$ cat config.mk
export PLATFORM = sky130hd
export DESIGN_NAME = packed_group_dequant_dot_unit_flat
export DESIGN_NICKNAME = d
export VERILOG_FILES = /design/src/pgdd_pkg.sv /design/src/pgdd_if.sv /design/src/pgdd_ctrl.sv /design/src/pgdd_datapath.sv /design/src/packed_group_dequant_dot_unit.sv /design/src/flat_wrapper.sv
export VERILOG_INCLUDE_DIRS = /design/src /design/src/src
export SDC_FILE = /design/constraint.sdc
export NUM_CORES = 2
export LEC_CHECK = 0
export BUFFER_PORTS_ARGS = -buffer_cell sky130_fd_sc_hd__clkbuf_2
export CAP_MARGIN = 30
export CORE_AREA = 2 2 282 284
export DETAILED_ROUTE_END_ITERATION = 10
export DIE_AREA = 0 0 284 286
export HOLD_SLACK_MARGIN = 0.03
export MAX_ROUTING_LAYER = met4
export PLACE_DENSITY = 0.84
export SLEW_MARGIN = 0
export SYNTH_ARGS = -nofsm -noshare
export SYNTH_HDL_FRONTEND = slang
export SYNTH_SLANG_ARGS = --single-unit
$ cat constraint.sdc
create_clock -name clk_i -period 11.1 [get_ports clk_i]
set_input_delay 1.11 -clock clk_i [delete_from_list [all_inputs] [get_ports clk_i]]
set_output_delay 1.11 -clock clk_i [all_outputs]
set_load 0.02 [all_outputs]
$ cat src/packed_group_dequant_dot_unit_defines.svh
// assertion macros for the packed group dequant dot unit
// used by the top level only; no other dependencies
`ifndef PACKED_GROUP_DEQUANT_DOT_UNIT_DEFINES_SVH
`define PACKED_GROUP_DEQUANT_DOT_UNIT_DEFINES_SVH

// same-cycle implication, disabled during reset
`define PGDD_ASSERT_IMP(lbl, clk, rst_n, ante, cons) \
  lbl: assert property (@(posedge clk) disable iff (!(rst_n)) (ante) |-> (cons)) \
    else $error("pgdd same-cycle check failed");

// next-cycle implication, disabled during reset
`define PGDD_ASSERT_NXT(lbl, clk, rst_n, ante, cons) \
  lbl: assert property (@(posedge clk) disable iff (!(rst_n)) (ante) |=> (cons)) \
    else $error("pgdd next-cycle check failed");

`endif

$ cat src/pgdd_pkg.sv
// shared widths, constants and controller/datapath types
// no dependencies
`timescale 1ns / 1ps

package pgdd_pkg;

  localparam int unsigned ACT_W   = 16;
  localparam int unsigned WORD_W  = 32;
  localparam int unsigned BUF_W   = 48;
  localparam int unsigned CNT_W   = 6;
  localparam int unsigned CODE_W  = 16;
  localparam int unsigned NB_W    = 5;
  localparam int unsigned QP_W    = 16;
  localparam int unsigned PROD_W  = CODE_W + 1 + QP_W;
  localparam int unsigned WGT_W   = PROD_W + 1;
  localparam int unsigned TERM_W  = ACT_W + WGT_W;
  localparam int unsigned ACC_W   = 64;

  localparam logic [NB_W-1:0]  CODE_BITS_RESET = NB_W'(4);
  localparam logic [NB_W-1:0]  CODE_BITS_MIN   = NB_W'(1);
  localparam logic [NB_W-1:0]  CODE_BITS_MAX   = NB_W'(CODE_W);
  localparam logic [CNT_W-1:0] APPEND_MAX_CNT  = CNT_W'(BUF_W - WORD_W);
  localparam logic [CNT_W-1:0] WORD_CNT        = CNT_W'(WORD_W);

  // one input item as it crosses from the top level into the datapath
  typedef struct packed {
    logic signed [ACT_W-1:0] act;
    logic [WORD_W-1:0]       packed_word;
    logic                    word_valid;
    logic                    group_start;
    logic signed [QP_W-1:0]  group_scale;
    logic signed [QP_W-1:0]  group_bias;
    logic                    last_of_row;
  } in_item_t;

  // controller to datapath
  typedef struct packed {
    logic load;
    logic extract;
    logic mul;
    logic mac;
    logic acc;
    logic emit;
  } cmd_t;

  // datapath to controller
  typedef struct packed {
    logic             last;
    logic [CNT_W-1:0] bit_count;
  } status_t;

endpackage

$ cat src/pgdd_if.sv
// valid/ready channel interfaces for items in and results out
// depends on pgdd_pkg
`timescale 1ns / 1ps

interface pgdd_in_if;
  logic                             valid;
  logic                             ready;
  logic signed [pgdd_pkg::ACT_W-1:0] act;
  logic [pgdd_pkg::WORD_W-1:0]      packed_word;
  logic                             word_valid;
  logic                             group_start;
  logic signed [pgdd_pkg::QP_W-1:0] group_scale;
  logic signed [pgdd_pkg::QP_W-1:0] group_bias;
  logic                             last_of_row;

  modport source (
    output valid, act, packed_word, word_valid, group_start, group_scale, group_bias,
           last_of_row,
    input  ready
  );
  modport sink (
    input  valid, act, packed_word, word_valid, group_start, group_scale, group_bias,
           last_of_row,
    output ready
  );
endinterface

interface pgdd_out_if;
  logic                              valid;
  logic                              ready;
  logic signed [pgdd_pkg::ACC_W-1:0] dot_result;
  logic                              row_error;

  modport source (output valid, dot_result, row_error, input ready);
  modport sink (input valid, dot_result, row_error, output ready);
endinterface

$ cat src/pgdd_ctrl.sv
// sequencing controller: one item at a time through extract, multiply, accumulate
// depends on pgdd_pkg
`timescale 1ns / 1ps

module pgdd_ctrl (
  input  logic              clk_i,
  input  logic              rst_ni,
  input  logic              in_valid_i,
  output logic              in_ready_o,
  output logic              out_valid_o,
  input  logic              out_ready_i,
  input  pgdd_pkg::status_t status_i,
  output pgdd_pkg::cmd_t    cmd_o
);

  typedef enum logic [2:0] {
    S_IDLE,
    S_EXTRACT,
    S_MUL,
    S_MAC,
    S_ACC
  } state_e;

  state_e state_q, state_d;
  logic   in_ready_q, in_ready_d;
  logic   out_valid_q, out_valid_d;
  logic   acc_go;

  // a row end waits while the result register still holds an untaken result
  assign acc_go = (state_q == S_ACC) &&
                  (!status_i.last || !out_valid_q || out_ready_i);

  // commands
  always_comb begin
    cmd_o         = '0;
    cmd_o.load    = in_valid_i && in_ready_q;
    cmd_o.extract = (state_q == S_EXTRACT);
    cmd_o.mul     = (state_q == S_MUL);
    cmd_o.mac     = (state_q == S_MAC);
    cmd_o.acc     = acc_go;
    cmd_o.emit    = acc_go && status_i.last;
  end

  // next state and registered handshake outputs
  always_comb begin
    state_d     = state_q;
    in_ready_d  = in_ready_q;
    out_valid_d = out_valid_q;
    if (out_valid_q && out_ready_i) begin
      out_valid_d = 1'b0;
    end
    case (state_q)
      S_IDLE: begin
        if (in_valid_i && in_ready_q) begin
          state_d    = S_EXTRACT;
          in_ready_d = 1'b0;
        end
      end
      S_EXTRACT: state_d = S_MUL;
      S_MUL:     state_d = S_MAC;
      S_MAC:     state_d = S_ACC;
      S_ACC: begin
        if (acc_go) begin
          state_d    = S_IDLE;
          in_ready_d = 1'b1;
          if (status_i.last) begin
            out_valid_d = 1'b1;
          end
        end
      end
      default: begin
        state_d    = S_IDLE;
        in_ready_d = 1'b1;
      end
    endcase
  end

  always_ff @(posedge clk_i or negedge rst_ni) begin
    if (!rst_ni) begin
      state_q     <= S_IDLE;
      in_ready_q  <= 1'b1;
      out_valid_q <= 1'b0;
    end else begin
      state_q     <= state_d;
      in_ready_q  <= in_ready_d;
      out_valid_q <= out_valid_d;
    end
  end

  assign in_ready_o  = in_ready_q;
  assign out_valid_o = out_valid_q;

endmodule

$ cat src/pgdd_datapath.sv
// bit buffer, group registers, two multiply stages, saturating accumulator
// depends on pgdd_pkg
`timescale 1ns / 1ps

module pgdd_datapath (
  input  logic                              clk_i,
  input  logic                              rst_ni,
  input  logic                              cfg_we_i,
  input  logic [pgdd_pkg::NB_W-1:0]         cfg_wdata_i,
  input  pgdd_pkg::cmd_t                    cmd_i,
  input  pgdd_pkg::in_item_t                item_i,
  output pgdd_pkg::status_t                 status_o,
  output logic signed [pgdd_pkg::ACC_W-1:0] dot_result_o,
  output logic                              row_error_o
);

  logic [pgdd_pkg::NB_W-1:0]          code_bits_q;
  logic [pgdd_pkg::BUF_W-1:0]         buf_q, buf_d;
  logic [pgdd_pkg::CNT_W-1:0]         cnt_q, cnt_d;
  logic signed [pgdd_pkg::QP_W-1:0]   scale_q, scale_d;
  logic signed [pgdd_pkg::QP_W-1:0]   bias_q, bias_d;
  logic                               err_q, err_d;
  logic signed [pgdd_pkg::ACC_W-1:0]  acc_q, acc_d;
  logic signed [pgdd_pkg::ACT_W-1:0]  act_q;
  logic                               last_q;
  logic [pgdd_pkg::CODE_W-1:0]        code_q;
  logic signed [pgdd_pkg::PROD_W-1:0] prod_q;
  logic signed [pgdd_pkg::TERM_W-1:0] term_q;
  logic signed [pgdd_pkg::ACC_W-1:0]  res_q;
  logic                               res_err_q;

  logic [pgdd_pkg::NB_W-1:0]          nb;
  logic [pgdd_pkg::CODE_W-1:0]        code_mask;
  logic [pgdd_pkg::BUF_W-1:0]         word_shifted;
  logic signed [pgdd_pkg::WGT_W-1:0]  weight;
  logic signed [pgdd_pkg::ACC_W:0]    sum_wide;
  logic signed [pgdd_pkg::ACC_W-1:0]  acc_sat;

  // code width register, out-of-range values clamp to 1..16
  always_ff @(posedge clk_i or negedge rst_ni) begin
    if (!rst_ni) begin
      code_bits_q <= pgdd_pkg::CODE_BITS_RESET;
    end else if (cfg_we_i) begin
      code_bits_q <= cfg_wdata_i;
    end
  end

  always_comb begin
    if (code_bits_q == '0) begin
      nb = pgdd_pkg::CODE_BITS_MIN;
    end else if (code_bits_q > pgdd_pkg::CODE_BITS_MAX) begin
      nb = pgdd_pkg::CODE_BITS_MAX;
    end else begin
      nb = code_bits_q;
    end
  end

  assign code_mask    = ~({pgdd_pkg::CODE_W{1'b1}} << nb);
  assign word_shifted = pgdd_pkg::BUF_W'(item_i.packed_word) << cnt_q;

  // saturating accumulate of the registered term
  assign sum_wide = (pgdd_pkg::ACC_W + 1)'(acc_q) + (pgdd_pkg::ACC_W + 1)'(term_q);
  always_comb begin
    if (sum_wide[pgdd_pkg::ACC_W] != sum_wide[pgdd_pkg::ACC_W-1]) begin
      acc_sat = sum_wide[pgdd_pkg::ACC_W] ? {1'b1, {(pgdd_pkg::ACC_W-1){1'b0}}}
                                          : {1'b0, {(pgdd_pkg::ACC_W-1){1'b1}}};
    end else begin
      acc_sat = sum_wide[pgdd_pkg::ACC_W-1:0];
    end
  end

  // row state: append, group latch, code extract, accumulate, clear at row end
  always_comb begin
    buf_d   = buf_q;
    cnt_d   = cnt_q;
    scale_d = scale_q;
    bias_d  = bias_q;
    err_d   = err_q;
    acc_d   = acc_q;
    if (cmd_i.load) begin
      if (item_i.word_valid) begin
        if (cnt_q > pgdd_pkg::APPEND_MAX_CNT) begin
          err_d = 1'b1;
        end else begin
          buf_d = buf_q | word_shifted;
          cnt_d = cnt_q + pgdd_pkg::WORD_CNT;
        end
      end
      if (item_i.group_start) begin
        scale_d = item_i.group_scale;
        bias_d  = item_i.group_bias;
      end
    end
    if (cmd_i.extract) begin
      if (cnt_q < pgdd_pkg::CNT_W'(nb)) begin
        err_d = 1'b1;
        buf_d = '0;
        cnt_d = '0;
      end else begin
        buf_d = buf_q >> nb;
        cnt_d = cnt_q - pgdd_pkg::CNT_W'(nb);
      end
    end
    if (cmd_i.acc) begin
      acc_d = acc_sat;
    end
    if (cmd_i.emit) begin
      buf_d   = '0;
      cnt_d   = '0;
      scale_d = '0;
      bias_d  = '0;
      err_d   = 1'b0;
      acc_d   = '0;
    end
  end

  always_ff @(posedge clk_i or negedge rst_ni) begin
    if (!rst_ni) begin
      buf_q   <= '0;
      cnt_q   <= '0;
      scale_q <= '0;
      bias_q  <= '0;
      err_q   <= 1'b0;
      acc_q   <= '0;
      last_q  <= 1'b0;
    end else begin
      buf_q   <= buf_d;
      cnt_q   <= cnt_d;
      scale_q <= scale_d;
      bias_q  <= bias_d;
      err_q   <= err_d;
      acc_q   <= acc_d;
      if (cmd_i.load) begin
        last_q <= item_i.last_of_row;
      end
    end
  end

  // weight = code * scale + bias, then times the activation
  assign weight = pgdd_pkg::WGT_W'(prod_q) + pgdd_pkg::WGT_W'(bias_q);

  always_ff @(posedge clk_i) begin
    if (cmd_i.load) begin
      act_q <= item_i.act;
    end
    if (cmd_i.extract) begin
      code_q <= buf_q[pgdd_pkg::CODE_W-1:0] & code_mask;
    end
    if (cmd_i.mul) begin
      prod_q <= $signed({1'b0, code_q}) * scale_q;
    end
    if (cmd_i.mac) begin
      term_q <= pgdd_pkg::TERM_W'(act_q) * pgdd_pkg::TERM_W'(weight);
    end
    if (cmd_i.emit) begin
      res_q     <= acc_sat;
      res_err_q <= err_q;
    end
  end

  assign status_o.last      = last_q;
  assign status_o.bit_count = cnt_q;
  assign dot_result_o       = res_q;
  assign row_error_o        = res_err_q;

endmodule

$ cat src/packed_group_dequant_dot_unit.sv
// top level of the packed group dequant dot unit
// depends on pgdd_pkg, pgdd_if, pgdd_ctrl, pgdd_datapath and the defines header
//
//   channel   dir  handshake      payload
//   in_i      in   valid/ready    act, packed_word, word_valid, group_start,
//                                 group_scale, group_bias, last_of_row
//   out_o     out  valid/ready    dot_result, row_error
//   cfg       in   cfg_we_i       cfg_wdata_i (code_bits)
//
// each item passes in turn through transfer, code extract, code*scale multiply,
// activation*weight multiply and accumulate; the controller sequence sets this.
// in_i.ready returns high in the cycle after the accumulate step.
// the result register is separate: a row end only waits in accumulate while a
// previous result is still untaken on out_o.
// reset is asynchronous active low; it clears the row state and sets code_bits to 4.
`timescale 1ns / 1ps
`include "packed_group_dequant_dot_unit_defines.svh"

module packed_group_dequant_dot_unit (
  input  logic                      clk_i,
  input  logic                      rst_ni,
  input  logic                      cfg_we_i,
  input  logic [pgdd_pkg::NB_W-1:0] cfg_wdata_i,
  pgdd_in_if.sink                   in_i,
  pgdd_out_if.source                out_o
);

  pgdd_pkg::cmd_t     cmd;
  pgdd_pkg::status_t  status;
  pgdd_pkg::in_item_t item;

  // gather input payload
  always_comb begin
    item.act         = in_i.act;
    item.packed_word = in_i.packed_word;
    item.word_valid  = in_i.word_valid;
    item.group_start = in_i.group_start;
    item.group_scale = in_i.group_scale;
    item.group_bias  = in_i.group_bias;
    item.last_of_row = in_i.last_of_row;
  end

  pgdd_ctrl u_ctrl (
    .clk_i       (clk_i),
    .rst_ni      (rst_ni),
    .in_valid_i  (in_i.valid),
    .in_ready_o  (in_i.ready),
    .out_valid_o (out_o.valid),
    .out_ready_i (out_o.ready),
    .status_i    (status),
    .cmd_o       (cmd)
  );

  pgdd_datapath u_datapath (
    .clk_i        (clk_i),
    .rst_ni       (rst_ni),
    .cfg_we_i     (cfg_we_i),
    .cfg_wdata_i  (cfg_wdata_i),
    .cmd_i        (cmd),
    .item_i       (item),
    .status_o     (status),
    .dot_result_o (out_o.dot_result),
    .row_error_o  (out_o.row_error)
  );

  // one item in flight: no transfer right after a transfer
  `PGDD_ASSERT_NXT(a_one_in_flight, clk_i, rst_ni, in_i.valid && in_i.ready, !in_i.ready)
  // bit buffer never holds more than its 48 bits
  `PGDD_ASSERT_IMP(a_buf_bound, clk_i, rst_ni, 1'b1, status.bit_count <= 6'd48)
  // row end empties the buffer and presents a result
  `PGDD_ASSERT_NXT(a_row_end, clk_i, rst_ni, cmd.emit, (status.bit_count == '0) && out_o.valid)

endmodule
$ cat src/flat_wrapper.sv
// flat-port wrapper written by rule: the top's interface ports become plain ports
module packed_group_dequant_dot_unit_flat 
  (clk_i, rst_ni, cfg_we_i, cfg_wdata_i, in_i_valid, in_i_act, in_i_packed_word, in_i_word_valid, in_i_group_start, in_i_group_scale, in_i_group_bias, in_i_last_of_row, in_i_ready, out_o_valid, out_o_dot_result, out_o_row_error, out_o_ready);
  pgdd_in_if in_i_i ();
  pgdd_out_if out_o_i ();
  input  logic clk_i;
  input  logic rst_ni;
  input  logic cfg_we_i;
  input  logic [pgdd_pkg::NB_W-1:0] cfg_wdata_i;
  input wire logic [$bits(in_i_i.valid)-1:0] in_i_valid;
  input wire logic [$bits(in_i_i.act)-1:0] in_i_act;
  input wire logic [$bits(in_i_i.packed_word)-1:0] in_i_packed_word;
  input wire logic [$bits(in_i_i.word_valid)-1:0] in_i_word_valid;
  input wire logic [$bits(in_i_i.group_start)-1:0] in_i_group_start;
  input wire logic [$bits(in_i_i.group_scale)-1:0] in_i_group_scale;
  input wire logic [$bits(in_i_i.group_bias)-1:0] in_i_group_bias;
  input wire logic [$bits(in_i_i.last_of_row)-1:0] in_i_last_of_row;
  output wire logic [$bits(in_i_i.ready)-1:0] in_i_ready;
  output wire logic [$bits(out_o_i.valid)-1:0] out_o_valid;
  output wire logic [$bits(out_o_i.dot_result)-1:0] out_o_dot_result;
  output wire logic [$bits(out_o_i.row_error)-1:0] out_o_row_error;
  input wire logic [$bits(out_o_i.ready)-1:0] out_o_ready;
  assign in_i_i.valid = in_i_valid;
  assign in_i_i.act = in_i_act;
  assign in_i_i.packed_word = in_i_packed_word;
  assign in_i_i.word_valid = in_i_word_valid;
  assign in_i_i.group_start = in_i_group_start;
  assign in_i_i.group_scale = in_i_group_scale;
  assign in_i_i.group_bias = in_i_group_bias;
  assign in_i_i.last_of_row = in_i_last_of_row;
  assign in_i_ready = in_i_i.ready;
  assign out_o_valid = out_o_i.valid;
  assign out_o_dot_result = out_o_i.dot_result;
  assign out_o_row_error = out_o_i.row_error;
  assign out_o_i.ready = out_o_ready;
  packed_group_dequant_dot_unit u_core (.clk_i(clk_i), .rst_ni(rst_ni), .cfg_we_i(cfg_we_i), .cfg_wdata_i(cfg_wdata_i), .in_i(in_i_i), .out_o(out_o_i));
endmodule
Word level (Yosys, flattened, before mapping)
Cells that the tools add are included.
Widths: inputs -> output; s select.
{"block": "classes", "n_addsub": 4, "n_mul": 2, "div_mod_pow": 0, "n_lt_le_gt_ge": 3, "eq_ne": 8, "shifts": 3, "mux": 40, "bitwise_logic": 4, "n_reduce_logical": 20}
{"op": "$mux 48", "n": 6}
{"op": "$mux 64", "n": 4}
{"op": "$mux 16", "n": 6}
{"op": "$add 64x50->65", "n": 1}
{"op": "$mul 16x34->50", "n": 1}
{"op": "$or 48x48->48", "n": 1}
{"op": "$shl 32x6->48", "n": 1}
{"op": "$shr 48x5->48", "n": 1}
{"op": "$mux 6", "n": 6}
{"op": "$add 33x16->34", "n": 1}
{"op": "$mul 17x16->33", "n": 1}
{"op": "$and 16x16->16", "n": 1}
{"op": "$not 16->16", "n": 1}
{"op": "$shl 16x5->16 const A", "n": 1}
{"op": "$pmux 3 s5", "n": 1}
{"op": "$mux 1", "n": 12}
{"op": "$mux 5", "n": 2}
{"op": "$add 6x6->6 const B", "n": 1}
{"op": "$eq 3x2->1 const B", "n": 2}
{"op": "$gt 6x5->1 const B", "n": 1}
{"op": "$lt 6x5->1", "n": 1}
{"op": "$mux 3", "n": 2}
{"op": "$reduce_and 3->1", "n": 2}
{"op": "$reduce_bool 2->1", "n": 3}
{"op": "other kinds (18)", "n": 25}
{"block": "word_totals", "register_bits": 342, "latch_bits": 0, "ram_bits": 0, "romBits": 0, "inputBits": 93, "output_inout_bits": 67, "wordCells": 101, "n_memories": 0}

Logic depth before layout (Yosys ltp)
{"block": "logic_depth", "ltp_word": 7, "ltp_mapped": 37, "depth_no_buf": 35}

Modules after synthesis
A second synthesis with hierarchy kept.
{"block": "unflattened", "cells_unflattened": 5403, "hier_area_um2": 49707.7}
{"mod": "pgdd_datapath", "instances": 1, "cells_per_inst": 5378, "area_per_inst_um2": 49449.9, "seq_area_each_um2": 9335.2}
{"mod": "pgdd_ctrl", "instances": 1, "cells_per_inst": 25, "area_per_inst_um2": 257.7, "seq_area_each_um2": 126.4}

Worst setup path before layout
Ideal clock, no wire load.
{"block": "synth_timing", "path_kind": "register to register", "startpoint": "register u_core.u_datapath.bias_q[0] (netlist name)", "endpoint": "register u_core.u_datapath.term_q[49] (netlist name) (data pin)", "setup_ns": 0.260, "t_arrival_ns": 8.236, "setup_slack_ns": 2.604, "stages_incl_launch_ff": 36, "path_buffers": 2, "period_less_slack_ns": 8.496, "path_cell_list": "dfrtp_1 > ha_1 > inv_1 > fa_1 > nor2b_1 > o21ai_1 > a21boi_1 > o21ai_1 > a211o_1 > a2111oi_2 > nor3_1 > o31ai_1 > xor2_1 > buf_4 > nand2_1 > fa_1 > fa_1 > fa_1 > inv_1 > fa_1 > fa_1 > inv_1 > fa_1 > inv_1 > ha_1 > clkbuf_1 > a21o_1 > a21o_1 > a21o_1 > a31o_2 > nand2_1 > a31oi_1 > o31ai_1 > o21ai_0 > a21oi_1 > xnor2_1"}
{"block": "synth_between", "elab_chain_len": 2}
{"item": "start: declaration", "line": "pgdd_datapath.sv:21", "rtl": "logic signed [pgdd_pkg::QP_W-1:0] bias_q, bias_d;"}
{"item": "start signal: assignment", "line": "pgdd_datapath.sv:130", "rtl": "bias_q <= bias_d;"}
{"item": "$add 33x16->34", "line": "pgdd_datapath.sv:140", "rtl": "assign weight = pgdd_pkg::WGT_W'(prod_q) + pgdd_pkg::WGT_W'(bias_q);"}
{"item": "$mul 16x34->50", "line": "pgdd_datapath.sv:153", "rtl": "term_q <= pgdd_pkg::TERM_W'(act_q) * pgdd_pkg::TERM_W'(weight);"}
{"item": "end signal: assignment", "line": "pgdd_datapath.sv:153"}
{"item": "end: declaration", "line": "pgdd_datapath.sv:28", "rtl": "logic signed [pgdd_pkg::TERM_W-1:0] term_q;"}
No other way between the ends.
A chain may end at the register's enable or synchronous reset.

Final worst setup path
{"block": "layout_timing", "startpoint": "register u_core.u_datapath.bias_q[0] (netlist name)", "endpoint": "register u_core.u_datapath.term_q[48] (netlist name) (data pin)"}
Same word-level chain as after synthesis.

==> results.md <==
* FMAX at 102 MHz
* Input/output buffers at 159
* Number of enable flip-flop cells after synthesis at 180
* Worst stage delay on the critical path at 0.78 ns
* Mapped cell area at 0.0513 sq mm
* Kind of critical path: flip-flop to flip-flop
* Worst flop-to-flop path endpoint: u_core.u_datapath.term_q[48]
* Total power at 0.00299 W
* Post-synth net total at 6759
* WL final at 140 mm
* Buf/Inv on CP at 4
* Most Used Layer, Global Route: met2
* Layout cells sized above 1 at 0.0846
* Met1 Resource Use GR at 0.450
* Pwr Density at 55.0 mW/mm^2
* Placer Congestion at 0.989
* Final Cycle Share at 0.883
* Die height at 286 um
* Via count at 41200
* Yosys top cell by area: fa_1
* DIE AREA at 0.0812 sq mm
* Met3 GRT Util at 0.0526
* Most frequent cells in the layout: inv_1 (857), nand2_1 (771), fa_1 (711), ha_1 (342), and2_1 (332)
* Crit Path Max Fanout at 8
* Min cycle time layout at 9.80 ns
* GR Overflow Total at 0
* Arrival time worst endpoint at 10.15 ns
* Yosys warnings at 0
* Total GRT Usage at 0.361
* Grt met2 use at 0.588
* Area growth from synthesis to layout at 5.98%
* Worst reg2reg path depth at 33
* Routed vias/inst at 6.19
* CTS tree: yes
* Yosys reg bits at 342
* Post-synth cell types at 94
* Routed len/inst at 21.0 um
* Setup tns final at 0 ns
* Top-area cell type share of the netlist area at 0.277
* Initial Util at 0.655
* CTS buffer count at 40
* Core ar. at 0.0784 sq mm
* Vias in the first global route at 43000
* PostCTS Resize Cnt at 0
* Largest net degree at the start of global routing at 103
* Worst r2r src: u_core.u_datapath.bias_q[0]
* RSZ-0062 raised after global routing: false
* Hold Crit Class: primary input to asynchronous set/reset pin
* Cells taking the most area after synthesis: fa_1 (28%), edfxtp_1 (11%), ha_1 (8.3%)
* Clk root buf: clkbuf_16
* Post-CTS setup buffer count at 0
* Most common cell after layout, fill and taps aside: inv_1
* Detail Placement HPWL at 108 mm
* Normalized max-slew margin at 0.248
* Sequential area share after synthesis at 0.184
* Clock Path Buffers at 3
* Final Hold Viols at 0
* I/O pins at 160
* Top_reg_cell synth: edfxtp_1
* Skew final at 0.0479 ns
* Outcome: finished, final reports clean
* CP required at 11.45 ns
* Worst-Skew Late Latency at 0.62 ns
* Max Slew Vio Count at 0
* CP startpoint kind: flip-flop
* # H-tree levels at 2
* Num Clock Sinks at 342
* Slowest stage cell on the critical path: xor2_1
* Remaining antenna violation count at 0
* First-pass GRT wire length at 226 mm
* Worst slew pin tran at 1.13 ns
* Max rail drop VDD at 0.151 mV
* # rows at 103
* Crit end category: flip-flop
* DP Cell Count at 6588
* Initial DRC Count at 3881
* Horiz. Die Dim at 284 um
* Crit path max-delay family: adder cells
* Clock-pin slew on the worst setup and hold paths at 0.07 ns
* Drc violations at 0
* First drt pass iteration count at 8
* CTS Hold Bufs at 0
* Final #Nets at 6729
* Leak pwr at 26.4 nW
* Flop2flop setup slack at 1.30 ns
* Asr flop ratio synth at 0.474
* Fillers at 6027
* MaxCap Viol Count at 0
* Setup Viol. Count Final at 0
* Critical Path Most Common Cell: fa_1
* Final std cells w/o fill at 6666
* Syn Area/Cell at 9.14 sq um
* Hold slack at 0.343 ns
* Synthesized instance count at 5613
* Antenna violations before repair at 1
## report_power, final
part           total, W  internal (W)  switching, W
clock network   0.00141      0.000802      0.000607
logic          0.000248      0.000104      0.000144
registers       0.00133       0.00133    0.00000461
## cells in the mapped netlist (50+ instances only)
master    count
a211oi_1     50
a21o_1      104
a21oi_1     285
a22o_1       53
and2_1      332
clkbuf_1    245
dfrtp_1     160
edfxtp_1    180
fa_1        711
ha_1        342
inv_1       858
mux2i_1     122
mux4_2       51
nand2_1     773
nand2b_1     89
nand3_1      59
nor2_1      202
nor2b_1      54
o21ai_0     168
xnor2_1     109
xor2_1       52
## state kept, by name, indices dropped and copies added, names as in the netlist, 16 cells and up
signal,cells
u_core.u_datapath.term_q,50
u_core.u_datapath.dot_result_o,64
u_core.u_datapath.prod_q,33
u_core.u_datapath.act_q,16
u_core.u_datapath.bias_q,16
u_core.u_datapath.code_q,16
u_core.u_datapath.acc_q,64
u_core.u_datapath.buf_q,48
u_core.u_datapath.scale_q,16
## worst max path at each step
stage                                      startpoint                            to  slack, ns  cells past startpoint
after floorplan           u_core.u_datapath.bias_q[0]  u_core.u_datapath.term_q[49]       2.60                     35
after global placement    u_core.u_datapath.bias_q[0]  u_core.u_datapath.term_q[48]       1.19                     34
after detailed placement  u_core.u_datapath.bias_q[0]  u_core.u_datapath.term_q[48]       1.40                     33
after CTS                 u_core.u_datapath.bias_q[0]  u_core.u_datapath.term_q[48]       1.34                     33
after global routing      u_core.u_datapath.bias_q[0]  u_core.u_datapath.term_q[48]       0.63                     33
final                     u_core.u_datapath.bias_q[0]  u_core.u_datapath.term_q[48]       1.30                     33
## worst reg2reg max path: cells and delay by family (launching register included)
family / cells / cell delay, ns
buffers and inverters: 4 / 0.20
flip-flops: 1 / 0.36
AO/OA/AOI/OAI: 11 / 2.93
AND/OR/NAND/NOR: 7 / 1.21
adder cells (fa/ha/maj): 9 / 3.99
XOR/XNOR: 2 / 0.88
## cell families after synthesis
logic type / synth area share
compound gates: 0.123
xor+xnor: 0.0275
fa+ha+maj: 0.366
buf+inv: 0.0880
flops: 0.184
mux: 0.0558
simple gates: 0.155
## stage by stage
step	worst slack [ns]	instance area, sq um	util
2_1_floorplan	2.60	51300	-
3_3_place_gp	1.19	52800	0.674
3_5_place_dp	1.40	52900	0.676
4_1_cts	1.34	54300	0.693
5_1_grt	0.627	54400	0.694
6_report	1.30	54400	0.694
## per-layer routing
| metal | vias up | wire length [um] |
|---|---|---|
| met5 | - | 0 |
| met4 | 0 | 7240 |
| met3 | 482 | 11400 |
| met2 | 2038 | 67500 |
| met1 | 20500 | 53900 |
| li1 | 18300 | - |
## area by class of cell
type,instances,area [sq um],area share
Antenna cell,1,2.50,0.0000460
Clock buffer,48,1040,0.0191
Clock inverter,26,345,0.00635
Inverter,863,3240,0.0596
Multi-Input combinational cell,4095,37500,0.688
Sequential cell,342,9470,0.174
Tap cell,1050,1310,0.0241
Timing Repair Buffer,241,1540,0.0283
No activity file was read; power rests on OpenSTA's default activity.
